File: config.mk
export PLATFORM = sky130hd
export DESIGN_NAME = priority_queue_min_scan_unit_flat
export DESIGN_NICKNAME = d
export VERILOG_FILES = /design/src/sv/pqms_pkg.sv /design/src/sv/pqms_if.sv /design/src/sv/pqms_mem.sv /design/src/sv/pqms_ctrl.sv /design/src/sv/priority_queue_min_scan_unit.sv /design/src/flat_wrapper.sv
export SDC_FILE = /design/constraint.sdc
export NUM_CORES = 1
export LEC_CHECK = 0
export BUFFER_PORTS_ARGS = -buffer_cell sky130_fd_sc_hd__buf_2
export CORE_MARGIN = 2
export CORE_UTILIZATION = 50
export DETAILED_ROUTE_END_ITERATION = 12
export GPL_TIMING_DRIVEN = 0
export PLACE_DENSITY_LB_ADDON = 0.15
export SYNTH_ARGS = -nofsm -noshare
export SYNTH_HDL_FRONTEND = slang
export SYNTH_SLANG_ARGS = --single-unit
export TNS_END_PERCENT = 50
File: constraint.sdc
create_clock -name clock -period 10.5 [get_ports clock]
set_input_delay 1.575 -clock clock [delete_from_list [all_inputs] [get_ports clock]]
set_output_delay 1.575 -clock clock [all_outputs]
set_load 0.01 [all_outputs]
File: src/sv/pqms_pkg.sv
// ----------------------------------------------------------------------------
// pqms_pkg
// Shared types and constants for the min-scan priority queue: item
// payloads, stored entry layout, operation and status codes.
// ----------------------------------------------------------------------------
package pqms_pkg;

   // Field widths
   localparam int ELEM_W = 32;
   localparam int PRIO_W = 16;
   localparam int CAP_W  = 5;
   localparam int OCC_W  = 5;

   // Default storage depth and capacity after reset
   localparam int              DEPTH_DEFAULT = 16;
   localparam logic [CAP_W-1:0] CAP_RESET    = 5'd16;

   // Element returned by a dequeue on an empty queue
   localparam logic signed [ELEM_W-1:0] EMPTY_VALUE = -32'sd999;

   typedef enum logic [0:0] {
      OP_ENQUEUE = 1'b0,
      OP_DEQUEUE = 1'b1
   } op_type;

   typedef enum logic [1:0] {
      ST_DONE  = 2'd0,
      ST_FULL  = 2'd1,
      ST_EMPTY = 2'd2
   } status_type;

   typedef struct packed {
      op_type                   operation;
      logic signed [ELEM_W-1:0] element;
      logic [PRIO_W-1:0]        priority_req;
   } req_payload_type;

   typedef struct packed {
      status_type               status;
      logic signed [ELEM_W-1:0] removed_element;
      logic [OCC_W-1:0]         occupancy;
   } rsp_payload_type;

   // One stored queue entry
   typedef struct packed {
      logic signed [ELEM_W-1:0] element;
      logic [PRIO_W-1:0]        prio;
   } entry_type;

endpackage

File: src/sv/pqms_if.sv
// ----------------------------------------------------------------------------
// pqms_if
// Valid/ready channels for request items and response items.
// ----------------------------------------------------------------------------
interface pqms_req_if import pqms_pkg::*; ();
   logic            valid;
   logic            ready;
   req_payload_type payload;

   modport source (output valid, output payload, input ready);
   modport sink   (input valid, input payload, output ready);
endinterface

interface pqms_rsp_if import pqms_pkg::*; ();
   logic            valid;
   logic            ready;
   rsp_payload_type payload;

   modport source (output valid, output payload, input ready);
   modport sink   (input valid, input payload, output ready);
endinterface

File: src/sv/pqms_mem.sv
// ----------------------------------------------------------------------------
// pqms_mem
// Entry store: one write port, one read port with registered read data.
// ----------------------------------------------------------------------------
module pqms_mem import pqms_pkg::*; #(
   parameter int  DEPTH = DEPTH_DEFAULT,
   localparam int AW    = $clog2(DEPTH)
) (
   input  logic            clock,
   input  logic            wr_en,
   input  logic [AW-1:0]   wr_addr,
   input  entry_type       wr_data,
   input  logic [AW-1:0]   rd_addr,
   output entry_type       rd_data_ff
);

   entry_type mem [DEPTH];

   // write port
   always_ff @(posedge clock) begin
      if (wr_en) begin
         mem[wr_addr] <= wr_data;
      end
   end

   // read port, registered read data
   always_ff @(posedge clock) begin
      rd_data_ff <= mem[rd_addr];
   end

endmodule

File: src/sv/pqms_ctrl.sv
// ----------------------------------------------------------------------------
// pqms_ctrl
// Sequencer: appends on enqueue, scans for the minimum priority and then
// shifts later entries down on dequeue. Holds the response register.
// ----------------------------------------------------------------------------
module pqms_ctrl import pqms_pkg::*; #(
   parameter int  DEPTH = DEPTH_DEFAULT,
   localparam int AW    = $clog2(DEPTH),
   localparam int CW    = $clog2(DEPTH + 1)
) (
   input  logic             clock,
   input  logic             reset,
   input  logic [CAP_W-1:0] cap,
   pqms_req_if.sink         req_ch,
   pqms_rsp_if.source       rsp_ch,
   output logic [AW-1:0]    mem_rd_addr,
   output logic             mem_wr_en,
   output logic [AW-1:0]    mem_wr_addr,
   output entry_type        mem_wr_data,
   input  entry_type        mem_rd_data
);

   localparam int LW = (CW > CAP_W) ? CW : CAP_W;

   typedef enum logic [1:0] {
      S_IDLE,
      S_SCAN,
      S_SHIFT,
      S_FINISH
   } state_type;

   state_type                state_ff, state_in;
   logic [CW-1:0]            cnt_ff, cnt_in;
   logic [CW-1:0]            ptr_ff, ptr_in;
   logic                     rd_pend_ff, rd_pend_in;
   logic [CW-1:0]            rd_idx_ff, rd_idx_in;
   logic [PRIO_W-1:0]        best_prio_ff, best_prio_in;
   logic [CW-1:0]            best_pos_ff, best_pos_in;
   status_type               res_status_ff, res_status_in;
   logic signed [ELEM_W-1:0] res_elem_ff, res_elem_in;
   logic                     rsp_valid_ff, rsp_valid_in;
   rsp_payload_type          rsp_data_ff, rsp_data_in;

   logic          accept;
   logic          full;
   logic          take;
   logic          last;
   logic          issue;
   logic [CW-1:0] cnt_m1;
   logic [CW-1:0] rd_idx_m1;
   logic [CW-1:0] sel_pos;

   assign req_ch.ready   = (state_ff == S_IDLE);
   assign accept         = req_ch.valid && req_ch.ready;
   assign rsp_ch.valid   = rsp_valid_ff;
   assign rsp_ch.payload = rsp_data_ff;

   // capacity limit, never above DEPTH
   assign full = (LW'(cnt_ff) >= LW'(cap)) || (cnt_ff == CW'(DEPTH));

   assign cnt_m1    = cnt_ff - CW'(1);
   assign rd_idx_m1 = rd_idx_ff - CW'(1);
   assign issue     = (ptr_ff < cnt_ff);
   assign last      = rd_pend_ff && (rd_idx_ff == cnt_m1);
   // strict compare keeps the earliest entry on a tie
   assign take      = rd_pend_ff &&
                      ((rd_idx_ff == '0) || (mem_rd_data.prio < best_prio_ff));
   assign sel_pos   = take ? rd_idx_ff : best_pos_ff;

   // next-state logic
   always_comb begin
      state_in      = state_ff;
      cnt_in        = cnt_ff;
      ptr_in        = ptr_ff;
      rd_pend_in    = rd_pend_ff;
      rd_idx_in     = rd_idx_ff;
      best_prio_in  = best_prio_ff;
      best_pos_in   = best_pos_ff;
      res_status_in = res_status_ff;
      res_elem_in   = res_elem_ff;
      rsp_valid_in  = rsp_valid_ff;
      rsp_data_in   = rsp_data_ff;
      mem_rd_addr   = ptr_ff[AW-1:0];
      mem_wr_en     = 1'b0;
      mem_wr_addr   = rd_idx_m1[AW-1:0];
      mem_wr_data   = mem_rd_data;

      // response register drains independently
      if (rsp_valid_ff && rsp_ch.ready) begin
         rsp_valid_in = 1'b0;
      end

      case (state_ff)
         S_IDLE: begin
            mem_rd_addr = '0;
            if (accept) begin
               res_status_in = ST_DONE;
               res_elem_in   = '0;
               state_in      = S_FINISH;
               if (req_ch.payload.operation == OP_ENQUEUE) begin
                  if (full) begin
                     res_status_in = ST_FULL;
                  end else begin
                     mem_wr_en   = 1'b1;
                     mem_wr_addr = cnt_ff[AW-1:0];
                     mem_wr_data = '{element: req_ch.payload.element,
                                     prio:    req_ch.payload.priority_req};
                     cnt_in      = cnt_ff + CW'(1);
                  end
               end else if (cnt_ff == '0) begin
                  res_status_in = ST_EMPTY;
                  res_elem_in   = EMPTY_VALUE;
               end else begin
                  // entry 0 read is issued this cycle
                  ptr_in     = CW'(1);
                  rd_pend_in = 1'b1;
                  rd_idx_in  = '0;
                  state_in   = S_SCAN;
               end
            end
         end

         S_SCAN: begin
            if (issue) begin
               ptr_in     = ptr_ff + CW'(1);
               rd_pend_in = 1'b1;
               rd_idx_in  = ptr_ff;
            end else begin
               rd_pend_in = 1'b0;
            end
            if (take) begin
               best_prio_in = mem_rd_data.prio;
               best_pos_in  = rd_idx_ff;
               res_elem_in  = mem_rd_data.element;
            end
            if (last) begin
               res_status_in = ST_DONE;
               rd_pend_in    = 1'b0;
               ptr_in        = sel_pos + CW'(1);
               if (sel_pos == cnt_m1) begin
                  cnt_in   = cnt_m1;
                  state_in = S_FINISH;
               end else begin
                  state_in = S_SHIFT;
               end
            end
         end

         S_SHIFT: begin
            if (issue) begin
               ptr_in     = ptr_ff + CW'(1);
               rd_pend_in = 1'b1;
               rd_idx_in  = ptr_ff;
            end else begin
               rd_pend_in = 1'b0;
            end
            // entry just read moves down one place
            if (rd_pend_ff) begin
               mem_wr_en = 1'b1;
            end
            if (last) begin
               cnt_in     = cnt_m1;
               rd_pend_in = 1'b0;
               state_in   = S_FINISH;
            end
         end

         S_FINISH: begin
            if (!rsp_valid_ff || rsp_ch.ready) begin
               rsp_valid_in = 1'b1;
               rsp_data_in  = '{status:          res_status_ff,
                                removed_element: res_elem_ff,
                                occupancy:       OCC_W'(cnt_ff)};
               state_in     = S_IDLE;
            end
         end

         default: begin
            state_in = S_IDLE;
         end
      endcase
   end

   // state and registered outputs
   always_ff @(posedge clock) begin
      if (reset) begin
         state_ff     <= S_IDLE;
         cnt_ff       <= '0;
         ptr_ff       <= '0;
         rd_pend_ff   <= 1'b0;
         rsp_valid_ff <= 1'b0;
      end else begin
         state_ff      <= state_in;
         cnt_ff        <= cnt_in;
         ptr_ff        <= ptr_in;
         rd_pend_ff    <= rd_pend_in;
         rd_idx_ff     <= rd_idx_in;
         best_prio_ff  <= best_prio_in;
         best_pos_ff   <= best_pos_in;
         res_status_ff <= res_status_in;
         res_elem_ff   <= res_elem_in;
         rsp_valid_ff  <= rsp_valid_in;
         rsp_data_ff   <= rsp_data_in;
      end
   end

endmodule

File: src/sv/priority_queue_min_scan_unit.sv
// ----------------------------------------------------------------------------
// priority_queue_min_scan_unit
// Array priority queue with a linear minimum scan over an entry memory.
// ----------------------------------------------------------------------------
// Each request item is an enqueue or a dequeue and yields one response item.
// An enqueue, and a dequeue of an empty queue, go from acceptance straight to
// the finish state that loads the response register. A dequeue of a queue
// holding N entries first scans the entries for the smallest priority
// (earliest entry wins a tie), then moves the later entries down one place,
// both paced by the single read port of the entry memory, and then loads the
// response. Items are handled one at a time, so the input is ready again the
// cycle after the response is loaded; a new item is taken while the previous
// response still waits in its output register, and loading stalls while that
// register is still full. The capacity register may be written only while the
// block is idle; capacities above DEPTH act as DEPTH, zero refuses every
// enqueue.
module priority_queue_min_scan_unit import pqms_pkg::*; #(
   parameter int DEPTH = DEPTH_DEFAULT
) (
   input  logic             clock,
   input  logic             reset,
   input  logic             csr_wr_en,
   input  logic [CAP_W-1:0] csr_wr_data,
   pqms_req_if.sink         req_ch,
   pqms_rsp_if.source       rsp_ch
);

   localparam int AW = $clog2(DEPTH);

   logic [CAP_W-1:0] cap_ff;
   logic [AW-1:0]    mem_rd_addr;
   logic             mem_wr_en;
   logic [AW-1:0]    mem_wr_addr;
   entry_type        mem_wr_data;
   entry_type        mem_rd_data;

   // capacity register
   always_ff @(posedge clock) begin
      if (reset) begin
         cap_ff <= CAP_RESET;
      end else if (csr_wr_en) begin
         cap_ff <= csr_wr_data;
      end
   end

   pqms_ctrl #(
      .DEPTH (DEPTH)
   ) u_ctrl (
      .clock       (clock),
      .reset       (reset),
      .cap         (cap_ff),
      .req_ch      (req_ch),
      .rsp_ch      (rsp_ch),
      .mem_rd_addr (mem_rd_addr),
      .mem_wr_en   (mem_wr_en),
      .mem_wr_addr (mem_wr_addr),
      .mem_wr_data (mem_wr_data),
      .mem_rd_data (mem_rd_data)
   );

   pqms_mem #(
      .DEPTH (DEPTH)
   ) u_mem (
      .clock      (clock),
      .wr_en      (mem_wr_en),
      .wr_addr    (mem_wr_addr),
      .wr_data    (mem_wr_data),
      .rd_addr    (mem_rd_addr),
      .rd_data_ff (mem_rd_data)
   );

endmodule
File: src/flat_wrapper.sv
// flat-port wrapper written by rule: the top's interface ports become plain ports
module priority_queue_min_scan_unit_flat import pqms_pkg::*;
#(
   parameter int DEPTH = DEPTH_DEFAULT
)
  (clock, reset, csr_wr_en, csr_wr_data, req_ch_valid, req_ch_payload, req_ch_ready, rsp_ch_valid, rsp_ch_payload, rsp_ch_ready);
  pqms_req_if req_ch_i ();
  pqms_rsp_if rsp_ch_i ();
  input  logic clock;
  input  logic reset;
  input  logic csr_wr_en;
  input  logic [CAP_W-1:0] csr_wr_data;
  input wire logic [$bits(req_ch_i.valid)-1:0] req_ch_valid;
  input wire logic [$bits(req_ch_i.payload)-1:0] req_ch_payload;
  output wire logic [$bits(req_ch_i.ready)-1:0] req_ch_ready;
  output wire logic [$bits(rsp_ch_i.valid)-1:0] rsp_ch_valid;
  output wire logic [$bits(rsp_ch_i.payload)-1:0] rsp_ch_payload;
  input wire logic [$bits(rsp_ch_i.ready)-1:0] rsp_ch_ready;
  assign req_ch_i.valid = req_ch_valid;
  assign req_ch_i.payload = req_ch_payload;
  assign req_ch_ready = req_ch_i.ready;
  assign rsp_ch_valid = rsp_ch_i.valid;
  assign rsp_ch_payload = rsp_ch_i.payload;
  assign rsp_ch_i.ready = rsp_ch_ready;
  priority_queue_min_scan_unit #(.DEPTH(DEPTH)) u_core (.clock(clock), .reset(reset), .csr_wr_en(csr_wr_en), .csr_wr_data(csr_wr_data), .req_ch(req_ch_i), .rsp_ch(rsp_ch_i));
endmodule
==> results.md, run 1 <==
* Status: completed
* CTS tree: built
* Most common cell after layout, fill and taps aside: edfxtp_1
* P_leak at between 10 and 15 nW
* Relative slew slack at 2.61%
* Num CTS Buffers at between 90 and 100
* CP Capture Type: register
* Setup violations, final at 0
* XOR/XNOR Fraction of Synth Area at 0.482%
* CTS sink cnt at 934
* Largest family of logic cells by synthesized area: compound AO/OA/AOI/OAI gates
* Clk_lat worst skew at 0.66 ns
* Via-to-Cell Ratio at 5.92
* Fin Setup TNS at 0 ns
* Routed wire per std cell at 25.8 um
* Yosys Warn Count at 0
* Post-synthesis compound-gate area fraction at 9.20%
* Hold Fails Final Rpt at 0
* Initial antenna violation count at 4
* Distinct cells, synth at 56
* Share of cells above drive strength 1 at 17.4%
* VDD IR max at 0.000150 V
* Die Area at 77500 um2
* Core Util, Final at 58.0%
* Post-synth EDFFs at 867
* Final net count at 2839
* Startpoint Class: register
* Adder-Cell Fraction of Synth Area at 1.16%
* Row Count at 100
* Clock-pin transition on the worst setup and hold timing paths at 0.07 ns
* CP Class: reg -> reg
* Grt ovf at 0
* P&R area growth vs syn at 14.7%
* Cts repair resizes at 0
* Leading area contributor after synthesis: edfxtp_1
* Postcts setup bufs at 0
* Vias in the first global route at 22600
* DR pass1 iterations at 6
* Area contributors post-synth: edfxtp_1 (69%), mux2_2 (5.8%), dfxtp_1 (3.6%)
* Simple-Gate Fraction of Synth Area at 5.63%
* Mux contribution to synthesized area at 8.72%
* Hold_buf cts at 0
* Die Height at 278 um
* Max Fanout on Critical Path at 26
* Syn avg cell area at 14.9 um2
* Core box area at 74400 um2
* RSZ-0062 raised after global routing: no
* Detailed Place HPWL at 66400 um
* Synth Flop Type: edfxtp_1
* Required time of the critical path at 10.82 ns
* H-tree depth reported by CTS at 3
* Seq/Total Area, Yosys at 72.8%
* IO Port Bufs at 97
* Clock root buffer: clkbuf_16
* Most frequent cells in the layout: edfxtp_1 (867), nand2_1 (272), a21oi_1 (210)
* Ports at 100
* Total Power at 10.9 mW
* DRC errors left at 0
* Min-delay worst type: reg -> reg
* Final Instance Area at 43200 um2
* Syn nets at 2615
* Antenna Cells at 0
* Vias at about 22000
* Post-synth top area share at 69.2%
* Gp weighted congestion at around 0.83
* Starting DRC count in detailed routing at 2220
* Pins Over Slew Limit at 0
* Fin Clk Skew at 0.0366 ns
* Tmin final at between 5 and 6 ns
* Asr flop ratio synth at 0%
* WP data arrival at 5.58 ns
* Clk buf depth at 3
* FMAX at approximately 0.19 GHz
* Post-Syn Instances at 2521
* #FFs+latches synth at slightly above 900
* Gr usage total at 25.2%
* P per Cell Area at 253 nW/um2
* Largest net degree at the start of global routing at 27
* Final wirelength at 97900 um
* First-pass GRT wire length at between 100000 and 150000 um
* Die W at 278 um
* Placed cell areas at about 40000 um2
* Mapped Area at 37600 um2
* Detail Route Antenna Nets at 0
* Measured slew at the worst slew-check pin at 1.46 ns
* Initial Utilization at 50.5%
* Fin crit share at 50.1%
* Max-cap violations at 0
-- final cells by class --
cell class              instances  area, um2
fillers                      5713      31300
flip-flops and latches        934      27400
multi-input cells            1384       9630
clock buffers                 136       2700
well taps                     969       1210
repair buffers                127       1060
plain buffers                 159        603
clock inverters                40        417
inverters                      44        165
-- synthesized netlist by cell type, drive strengths merged (9+ instances only) --
cell type,instances
dfxtp,67
o221ai,48
xnor2,12
mux2i,107
nor3,9
ha,35
o21ai,103
clkbuf,123
nor2,44
a21o,10
o31ai,49
nand2,272
nor2b,53
a21oi,211
and2,19
buf,36
a211oi,102
inv,43
mux2,196
edfxtp,867
nand3,55
-- through the flow --
stage / worst slack, ns / hold slack (ns) / cells
after floorplan: 5.10 / 0.400 / 2521
after global placement: 1.32 / 0.404 / 3587
after detailed placement: 5.22 / 0.405 / 3617
after CTS: 5.19 / 0.414 / 3793
after global routing: 5.00 / 0.415 / 3793
final: 5.24 / 0.413 / 3793
-- path summary, 6_finish.rpt --
check                                    startpoint                                         to  slack, ns  depth (start not counted)
max            u_core.u_ctrl.cnt_ff[0]$_SDFFE_PP0P_         u_core.u_mem.mem[14][21]$_DFFE_PP_       5.24                         13
min          u_core.u_ctrl.res_elem_ff[0]$_DFFE_PP_  u_core.u_ctrl.rsp_ch.payload[5]$_DFFE_PP_       0.41                          0
max reg2reg    u_core.u_ctrl.cnt_ff[0]$_SDFFE_PP0P_         u_core.u_mem.mem[14][21]$_DFFE_PP_       5.24                         13
min reg2reg  u_core.u_ctrl.res_elem_ff[0]$_DFFE_PP_  u_core.u_ctrl.rsp_ch.payload[5]$_DFFE_PP_       0.41                          0
-- cell families after synthesis --
family | after synthesis
adders and majority gates | 35
AOI/OAI and AO/OA | 553
buffers and inverters | 203
DFF | 934
muxes | 303
xor gates and xnor gates | 19
and+or+nand+nor | 474
-- flip-flops by register name (all words and copies together), names as in the netlist --
| name | count |
|---|---|
| u_core.u_mem.mem | 768 |
| u_core.u_mem.rd_data_ff | 48 |
| u_core.u_ctrl.rsp_ch.payload | 39 |
| u_core.u_ctrl.res_elem_ff | 32 |
| u_core.u_ctrl.best_prio_ff | 16 |
| u_core.cap_ff | 5 |
| u_core.u_ctrl.best_pos_ff | 5 |
| u_core.u_ctrl.cnt_ff | 5 |
| u_core.u_ctrl.ptr_ff | 5 |
| u_core.u_ctrl.rd_idx_ff | 5 |
| u_core.u_ctrl.res_status_ff | 2 |
| u_core.u_ctrl.state_ff | 2 |
| u_core.u_ctrl.rd_pend_ff | 1 |
| u_core.u_ctrl.rsp_ch.valid | 1 |
-- critical path, cell delays in order, from the launching register on --
cell and delay (ns):
dfxtp_1 0.36, buf_4 0.20, inv_1 0.15, ha_1 0.31, nand2b_1 0.14, a21o_1 0.18, a21o_1 0.17, a21o_1 0.22
a2111oi_4 0.53, buf_6 0.23, clkbuf_1 0.66, a31oi_1 0.51, nor2_4 0.89, buf_12 0.29
-- report_power, final --
group / switching (mW) / internal [mW]
Clock: 1.42 / 1.95
Combinational: 1.68 / 0.735
Sequential: 0.179 / 4.96
Total: 3.28 / 7.64
-- metal layers --
metal  wire, um  vias up  global-route usage [%]  part of all wire [%]
met4       2850        2                    8.68                   2.9
li1           -    10100                       -                     -
met3       7120      144                    4.16                   7.3
met1      41900    11300                    35.4                    43
met2      46000      885                    40.1                    47
met5         13        -                       0                 0.013
(Power assumes the default switching activity.)
==> run 2, diff against run 1 <==
==> constraint.sdc (replaced) <==
create_clock -name clock -period 5.4 [get_ports clock]
set_input_delay 0.81 -clock clock [delete_from_list [all_inputs] [get_ports clock]]
set_output_delay 0.81 -clock clock [all_outputs]
set_load 0.01 [all_outputs]
==> results.md, run 2 (same netlist as run 1, synthesis figures left out) <==
* Postcts setup bufs at 0 (unchanged)
* Worst reg2reg startpoint: u_core.u_ctrl.cnt_ff[0]$_SDFFE_PP0P_
* Via-to-Cell Ratio at 5.94 (+0.34%)
* Initial antenna violation count at 4 (unchanged)
* P&R area growth vs syn at 14.7% (about the same)
* Clk_lat worst skew at 0.66 ns (about the same)
* Hold Fails Final Rpt at 0 (unchanged)
* Row Count at 100 (unchanged)
* P_leak at 14.1 nW (about the same)
* Final Instance Area at 43200 um2 (about the same)
* Core box area at 74400 um2 (unchanged)
* Required time of the critical path at 5.72 ns (-5.10 ns)
* Clk buf depth at 3 (unchanged)
* Placed cell areas at 40000 um2 (unchanged)
* Hold WS at 0.363 ns (-0.0497 ns)
* IO Port Bufs at 97 (unchanged)
* WP data arrival at 5.16 ns (-0.42 ns)
* Startpoint Class: register
* Core Util, Final at 58.0% (about the same)
* FMAX at 0.207 GHz (+8.9%)
* Hold_buf cts at 0 (unchanged)
* Most frequent cells in the layout: edfxtp_1 (867), nand2_1 (272), a21oi_1 (210)
* Ports at 100 (unchanged)
* Clock root buffer: clkbuf_16
* Num CTS Buffers at 95 (unchanged)
* Clock-pin transition on the worst setup and hold timing paths at 0.06 ns (about the same)
* Detail Route Antenna Nets at 0 (unchanged)
* Most common cell after layout, fill and taps aside: edfxtp_1
* Setup crit start: u_core.u_ctrl.cnt_ff[0]$_SDFFE_PP0P_
* Reg with most FFs: u_core.u_mem.mem
* CTS tree: built
* Relative slew slack at 1.44% (-1.2 points)
* Cts repair resizes at 0 (unchanged)
* Largest net degree at the start of global routing at 27 (unchanged)
* Gr usage total at 25.2% (unchanged)
* Fin crit share at 89.5% (+39 points)
* Largest register FFs at 768 (unchanged)
* CP Class: reg -> reg
* P per Cell Area at 492 nW/um2 (+94%)
* Share of cells above drive strength 1 at 17.5% (+0.035 points)
* Min-delay worst type: in -> reg
* Vias at 22600 (+0.36%)
* Die Area at 77500 um2 (unchanged)
* Final net count at 2839 (unchanged)
* Vias in the first global route at 22600 (unchanged)
* Gp weighted congestion at 0.828 (unchanged)
* Final wirelength at 98000 um (+0.11%)
* VDD IR max at 0.000293 V (+95%)
* FF-to-FF path depth at 13 (unchanged)
* Pins Over Slew Limit at 0 (unchanged)
* Measured slew at the worst slew-check pin at 1.48 ns (+0.0174 ns)
* Fin Clk Skew at 0.0357 ns (-0.000993 ns)
* Detailed Place HPWL at 66400 um (unchanged)
* FF-to-FF End: u_core.u_mem.mem[13][21]$_DFFE_PP_
* Starting DRC count in detailed routing at 2189 (-1.4%)
* Setup violations, final at 0 (unchanged)
* Initial Utilization at 50.5% (unchanged)
* DRC errors left at 0 (unchanged)
* DR pass1 iterations at 6 (unchanged)
* CP Capture Type: register
* Worst Setup EP: u_core.u_mem.mem[13][21]$_DFFE_PP_
* Die W at 278 um (unchanged)
* RSZ-0062 raised after global routing: no
* First-pass GRT wire length at 145000 um (unchanged)
* H-tree depth reported by CTS at 3 (unchanged)
* Status: completed
* Fin Setup TNS at 0 ns (unchanged)
* Die Height at 278 um (unchanged)
* Grt ovf at 0 (unchanged)
* CTS sink cnt at 934 (unchanged)
* Reg2reg setup slack at 0.57 ns (-4.67 ns)
* Tmin final at 4.83 ns (-0.428 ns)
* Max Fanout on Critical Path at 26 (unchanged)
* Routed wire per std cell at 25.8 um (about the same)
* Max-cap violations at 0 (unchanged)
run 2: worst min path at each step:
stage / slack (ns) / startpoint / cells after the start / endpoint
floorplan: 0.40 / u_core.u_ctrl.res_elem_ff[5]$_SDFFCE_PN0P_ / 0 / u_core.u_ctrl.rsp_ch.payload[10]$_DFFE_PP_
global placement: 0.40 / u_core.u_ctrl.res_elem_ff[26]$_DFFE_PP_ / 0 / u_core.u_ctrl.rsp_ch.payload[31]$_DFFE_PP_
detailed placement: 0.40 / u_core.u_ctrl.res_elem_ff[1]$_SDFFCE_PN0P_ / 0 / u_core.u_ctrl.rsp_ch.payload[6]$_DFFE_PP_
CTS: 0.34 / csr_wr_data[4] / 3 / u_core.cap_ff[4]$_SDFFE_PP1P_
global route: 0.40 / csr_wr_data[4] / 3 / u_core.cap_ff[4]$_SDFFE_PP1P_
finish: 0.36 / csr_wr_data[4] / 3 / u_core.cap_ff[4]$_SDFFE_PP1P_
run 2: final cells by class:
cell class | instances | area [um2]
Inverter | 44 | 165
Multi-Input combinational cell | 1384 | 9630
Antenna cell | 1 | 2.50
Sequential cell | 934 | 27400
Timing Repair Buffer | 127 | 1060
Clock inverter | 40 | 417
Tap cell | 969 | 1210
Buffer | 159 | 604
Clock buffer | 136 | 2700
Fill cell | 5713 | 31300
run 2: where the power goes:
group	switching, mW	internal (mW)
combinational	3.26	1.43
sequential	0.349	9.65
clock	2.76	3.78
total	6.38	14.9
run 2: routing by layer:
layer / wire [um] / global-route usage, % / share of wire [%]
met3: 7130 / 4.16 / 7.3
met1: 41900 / 35.4 / 43
met5: 13 / 0 / 0.013
met4: 2990 / 8.68 / 3.0
met2: 46000 / 40.1 / 47
run 2: worst max-delay path, cell delays in order (launching register included):
cell and delay (ns):
dfxtp_1 0.36, buf_4 0.20, inv_1 0.16, ha_1 0.31, nand2b_1 0.14, a21o_1 0.18, a21o_1 0.17, a21o_1 0.22
a2111oi_4 0.53, buf_6 0.23, clkbuf_2 0.37, a31oi_1 0.41, nor2_4 0.87, buf_12 0.29
run 2: through the flow:
stage / setup WS (ns) / std cells / power, mW
finish: 0.565 / 3794 / 21.2
CTS: 0.0872 / 3793 / 21.3
global placement: -3.77 / 3587 / 14.5
detailed placement: 0.121 / 3617 / 14.8
global route: 0.325 / 3793 / 22.1
floorplan: 0.183 / 2521 / 12.9
